--- config.mk ---
export PLATFORM = sky130hd
export DESIGN_NAME = wfps_ram
export DESIGN_NICKNAME = d
export VERILOG_FILES = /design/src/rtl/core/wfps_ram.sv
export SDC_FILE = /design/constraint.sdc
export NUM_CORES = 2
export LEC_CHECK = 0
export BUFFER_PORTS_ARGS = -buffer_cell sky130_fd_sc_hd__buf_2
export CAP_MARGIN = 20
export CORE_ASPECT_RATIO = 0.9
export CORE_MARGIN = 8
export CORE_UTILIZATION = 28
export CTS_CLUSTER_DIAMETER = 120
export CTS_CLUSTER_SIZE = 14
export DETAILED_ROUTE_END_ITERATION = 10
export GPL_TIMING_DRIVEN = 0
export SLEW_MARGIN = 30
export SYNTH_ARGS = -nofsm -noshare
export SYNTH_HDL_FRONTEND = slang
export SYNTH_SLANG_ARGS = --single-unit
--- constraint.sdc ---
create_clock -name clk -period 5.85 [get_ports clk]
set_input_delay 0.8775 -clock clk [delete_from_list [all_inputs] [get_ports clk]]
set_output_delay 0.8775 -clock clk [all_outputs]
set_load 0.02 [all_outputs]
--- src/rtl/core/wfps_ram.sv ---
// ----------------------------------------------------------------------------
// wfps_ram: generic single-write, single-read RAM
// One write port, one read port, read data registered.
// ----------------------------------------------------------------------------
module wfps_ram #(
	parameter int WIDTH = 48,
	parameter int DEPTH = 64
) (
	input  logic                     clk,
	input  logic                     we,
	input  logic [$clog2(DEPTH)-1:0] waddr,
	input  logic [WIDTH-1:0]         wdata,
	input  logic [$clog2(DEPTH)-1:0] raddr,
	output logic [WIDTH-1:0]         rdata
);

	logic [WIDTH-1:0] mem_q [DEPTH];

	always_ff @(posedge clk) begin
		if (we) begin
			mem_q[waddr] <= wdata;
		end
		rdata <= mem_q[raddr];
	end

endmodule

[Word-level counts from Yosys, hierarchy flattened]
Memories as Yosys holds them, arrays and structs flattened. A register that Yosys moved wholly into a read port is not among the register bits.
Cells that the tools add are included.
Storage, ports and cells
  memories kept: 1
  word-level logic and storage cells: 3
  memory bits (writable): 3072
  output and inout port bits: 48
  bits in registers: 0
Memory list
  mem_q: words 64, bits a word 48, read ports 1, clocked after Yosys merged registers in 1, wr ports 1, line 17  | logic [WIDTH-1:0] mem_q [DEPTH];
Operators by class
  muxes and demuxes: 2
Operator list (count)
  $mux 1: 2

[Depth between registers and ports, before layout]
  depth after elaboration: 2
  mapped depth: 9
  depth with buffers taken out: 5

[Worst setup path before layout]
Ideal clock, no wire load.
  path type: input-to-reg
  start point: in waddr[3]
  end point: mem mem_q[48][0], enable pin
  arrival: 4.650 ns
  stages: 4
  slack: 0.688 ns
  cell sequence: clkbuf_1 -> nor2b_1 -> nand4b_1 -> nor3_1
RTL lines
  from (decl): line 11  | input logic [$clog2(DEPTH)-1:0] waddr,
  to (decl): line 17
No word-level cell before the write port.

==> results by stage <==
Outcome:
- The flow ran to the end, and the final reports show no timing, DRC or antenna violations.

Logic synthesis:
- The netlist area before placement is 117000 um2.
- Sorting the synthesized cells by how often they occur yields 3072 x sky130_fd_sc_hd__edfxtp_1, 754 x sky130_fd_sc_hd__mux4_2, 132 x sky130_fd_sc_hd__nor2_1.
- The number of nets handed over by synthesis was 5032.
- Yosys mapped a number of flops with a built-in enable equal to 3072.
- The dominant register cell in the synthesized netlist is sky130_fd_sc_hd__edfxtp_1.
- In this run, distinct cell masters in the synthesized netlist total 36.
- Summing the sequential cell areas from Yosys gives 79.6% of the chip area.
- In this run the mean area of a mapped cell was about 24 um2.
- The top-area cell type share of the netlist area is 78.8%.
- For this run, asynchronously set or reset flops after synthesis account for 0%.
- The most frequent cell after synthesis is sky130_fd_sc_hd__edfxtp_1.
- Ranked by total cell area, the synthesized netlist is headed by sky130_fd_sc_hd__edfxtp_1 79%, sky130_fd_sc_hd__mux4_2 14%, sky130_fd_sc_hd__dfxtp_1 0.82%.
- Synthesis produced 4970 cells.
- The top cell type by total area after synthesis is sky130_fd_sc_hd__edfxtp_1.
- The total number of yosys warnings is 0.
- Counting flops and latches in the post-synthesis netlist gives 3120.

Timing:
- The max-slew violation count came to 0.
- The count of endpoints failing hold in the final timing report is 0.
- Setup repair after global routing left no endpoint under its margin.
- After layout, the worst path uses roughly three quarters of the clock period.
- The clock period minus final worst setup slack is 4.40 ns.
- The worst pin sits at a relative slew slack of a little over a quarter.
- For the pin with the worst max-slew slack, the measured transition is 1.09 ns.
- The worst setup skew after layout is 0.0492 ns.
- The count of final setup violators is 0.
- The maximum clock rate is 227 MHz.

Routing:
- The total via count after detailed routing is 59000.
- In the routed layout, each cell is associated on average with a via count of between 5 and 6.
- The pre-antenna-repair detailed-routing pass consisted of 6 iterations.
- The total length of routed wires is 354000 um.
- After detailed routing, the average wire length per cell comes to 31.5 um.
- The number of violations reported at the end of detailed-routing iteration 0 is roughly 9000.
- The detail route stage leaves a number of antenna-violating nets equal to 0.
- The total DRC errors in the routed layout is 0.

Global routing:
- The largest net degree at the start of global routing is 65.
- The first global-routing pass estimated 481000 um of wire.
- The number of global-route vias before repair is 57600.
- The total routing resource utilization after global routing is between 10% and 20%.
- The number of antenna violations at the first check in global routing is 46.
- The total congestion overflow is 0.

Finish:
- After filler insertion, the fill cell instance count of the layout stands at between 30000 and 40000.
- The area growth from synthesis to layout is 18.5%.
- The post-layout instance area is 139000 um2.
- After the last flow step, the layout net total stands at 5653.
- Summing all multi-input logic gate instances after layout gives 22900 um2.
- The sequential cell area in the final layout is 93200 um2.
- The layout cell share with drive strength beyond 1 is ~30%.

Power and ir drop:
- Of the total power, the share spent switching nets is around 22%.
- The part of the power in the clock network is between 30% and 40%.
- The part of the power in registers is 56.9%.
- Of the total power, combinational logic draws 6.0%.
- The power after layout is 0.0435 W.
- In this run the static leakage power is between 40 and 50 nW.
- The total internal power is 0.0339 W.
- Dividing total power by cell area gives a power density of between 300 and 400 nW/um2.
- The worst-case IR drop observed on VDD is 0.203 mV.
- The analysis attributes to net switching a power of 0.00959 W.

Setup path:
- The startpoint class of the critical path is an input pin.
- Of all nets on the critical path, the largest fanout is 10.
- The cell with the most instances on the worst path is sky130_fd_sc_hd__buf_2.
- The largest incremental delay on the critical path is 0.93 ns.
- The critical path in this run is classified as input pin to flip-flop.
- The number of buffer and inverter instances along the worst setup path is 4.
- STA puts the critical path data required time at between 6 and 7 ns.
- The kind of capture point of the worst setup path is a flip-flop.
- The cell family contributing the most delay on the critical path is compound AO/OA/AOI/OAI gates.
- For the worst setup path, the data arrival time is slightly above 5 ns.
- The critical path goes through buf_2 -> buf_2 -> buf_2 -> nand3b_1 -> clkbuf_1 -> o221ai_1 -> a21oi_1 -> a21oi_1 -> a221oi_1.
- On the critical path, the stage with the largest delay is an instance of sky130_fd_sc_hd__a221oi_1.

Job:
- The number of max-cap violations is 0.

Placed design:
- The count of buffers added on input and output ports is ~100.
- After detailed placement, the total cell area comes to 132000 um2.
- The placer congestion estimate is 0.803.
- Summed over all nets, the half-perimeter wirelength after detailed placement is approximately 240000 um.

Floorplanning:
- The initial utilization of the core area, before any placement, comes to between 20% and 30%.
- The die covers 439000 um2.
- The die span in x is 698 um.
- The cell row count is 225.
- The top-level I/O count is 110.
- After floorplanning, the core was sized to cover between 400000 and 500000 um2.
- Measured along the y axis, the die boundary spans 630 um.

Clocking:
- The tree is rooted in a sky130_fd_sc_hd__clkbuf_16.
- The clock edge transition at the registers on the reported setup and hold paths is 0.06 ns.
- The post-CTS resize count is 0.
- The CTS buffer count is 263.
- The number of setup buffers added after CTS is 0.
- The number of clock sinks is 3120.
- The number of levels the H-tree was split into is 5.
- For this design, the CTS-stage hold fixing added 0 buffers.
- TritonCTS built the clock tree.
- The insertion delay of the later-clocked pin in the worst-skew pair is 0.90 ns.
- Counting along the longest clock path gives a buffer depth of 4.

Min path:
- The path class of the lowest-slack min-delay path is input pin to flip-flop.
[metal layers]
metal,wire length (um),up-vias,global-route usage (%)
met5,66,-,0
met4,11200,10,4.22
met3,39900,609,4.15
met2,164000,3711,24.5
met1,139000,32000,21.0
li1,-,22700,-
[path summary, 6_finish.rpt]
| check | start | end | slack [ns] | cells after the start |
|---|---|---|---|---|
| min | wdata[25] | mem_q[17][25] | 0.53 | 1 |
| max | raddr[3] | rdata[37] | 1.45 | 9 |
| min reg2reg | mem_q[49][28] | rdata[28] | 0.96 | 5 |
| max reg2reg | mem_q[39][37] | rdata[37] | 3.00 | 5 |
[sequential cells by signal, indices dropped and copies added (netlist names)]
register / count
mem_q: 3072
rdata: 48
[through the flow]
step	setup TNS (ns)	setup WS, ns	std cells	utilization [%]	hold WS (ns)
floorplan	0	0.688	4970	-	0.710
global placement	-4552.74	-4.57	10600	29.9	0.977
detailed placement	0	0.733	10900	31.5	0.960
CTS	0	1.67	11200	33.3	0.500
global route	0	1.44	11200	33.3	0.518
finish	0	1.45	11200	33.3	0.532
[cell usage in the layout (no fill, tap or decap), drive strengths merged, types with 48 or more instances in the layout]
cell type  count
a221oi        83
nor2         132
a22oi         72
o22ai        122
clkbuf       421
nand2         55
mux4         754
a22o          57
mux2i         63
buf          539
edfxtp      3072
dfxtp         48
a21oi         74
[kinds of logic (layout without fill, tap and decap cells)]
logic type / after synthesis / count (layout) / share of synthesized area (%)
multiplexers: 829 / 829 / 15.2
AO/OA/AOI/OAI: 486 / 486 / 3.02
buffers and inverters: 282 / 981 / 1.28
flip-flops: 3120 / 3120 / 79.6
AND/OR/NAND/NOR: 253 / 253 / 0.957
other: 0 / 12 / 0
[cell type report]
type	instances	share of cell area [%]
clock inverters	21	0.171
multi-input cells	1568	16.5
clock buffers	322	5.01
diodes	12	0.0216
well taps	5561	5.01
repair buffers	356	5.01
flip-flops and latches	3120	67.2
plain buffers	282	1.11
[power groups by stage]
stage                     Sequential, W  Clock [W]  Combinational [W]
after floorplan                  0.0253          0            0.00118
after global placement           0.0253          0            0.00247
after detailed placement         0.0253          0            0.00262
after CTS                        0.0248     0.0163            0.00263
after global routing             0.0248     0.0170            0.00274
final                            0.0248     0.0161            0.00263
(Power assumes the default switching activity.)
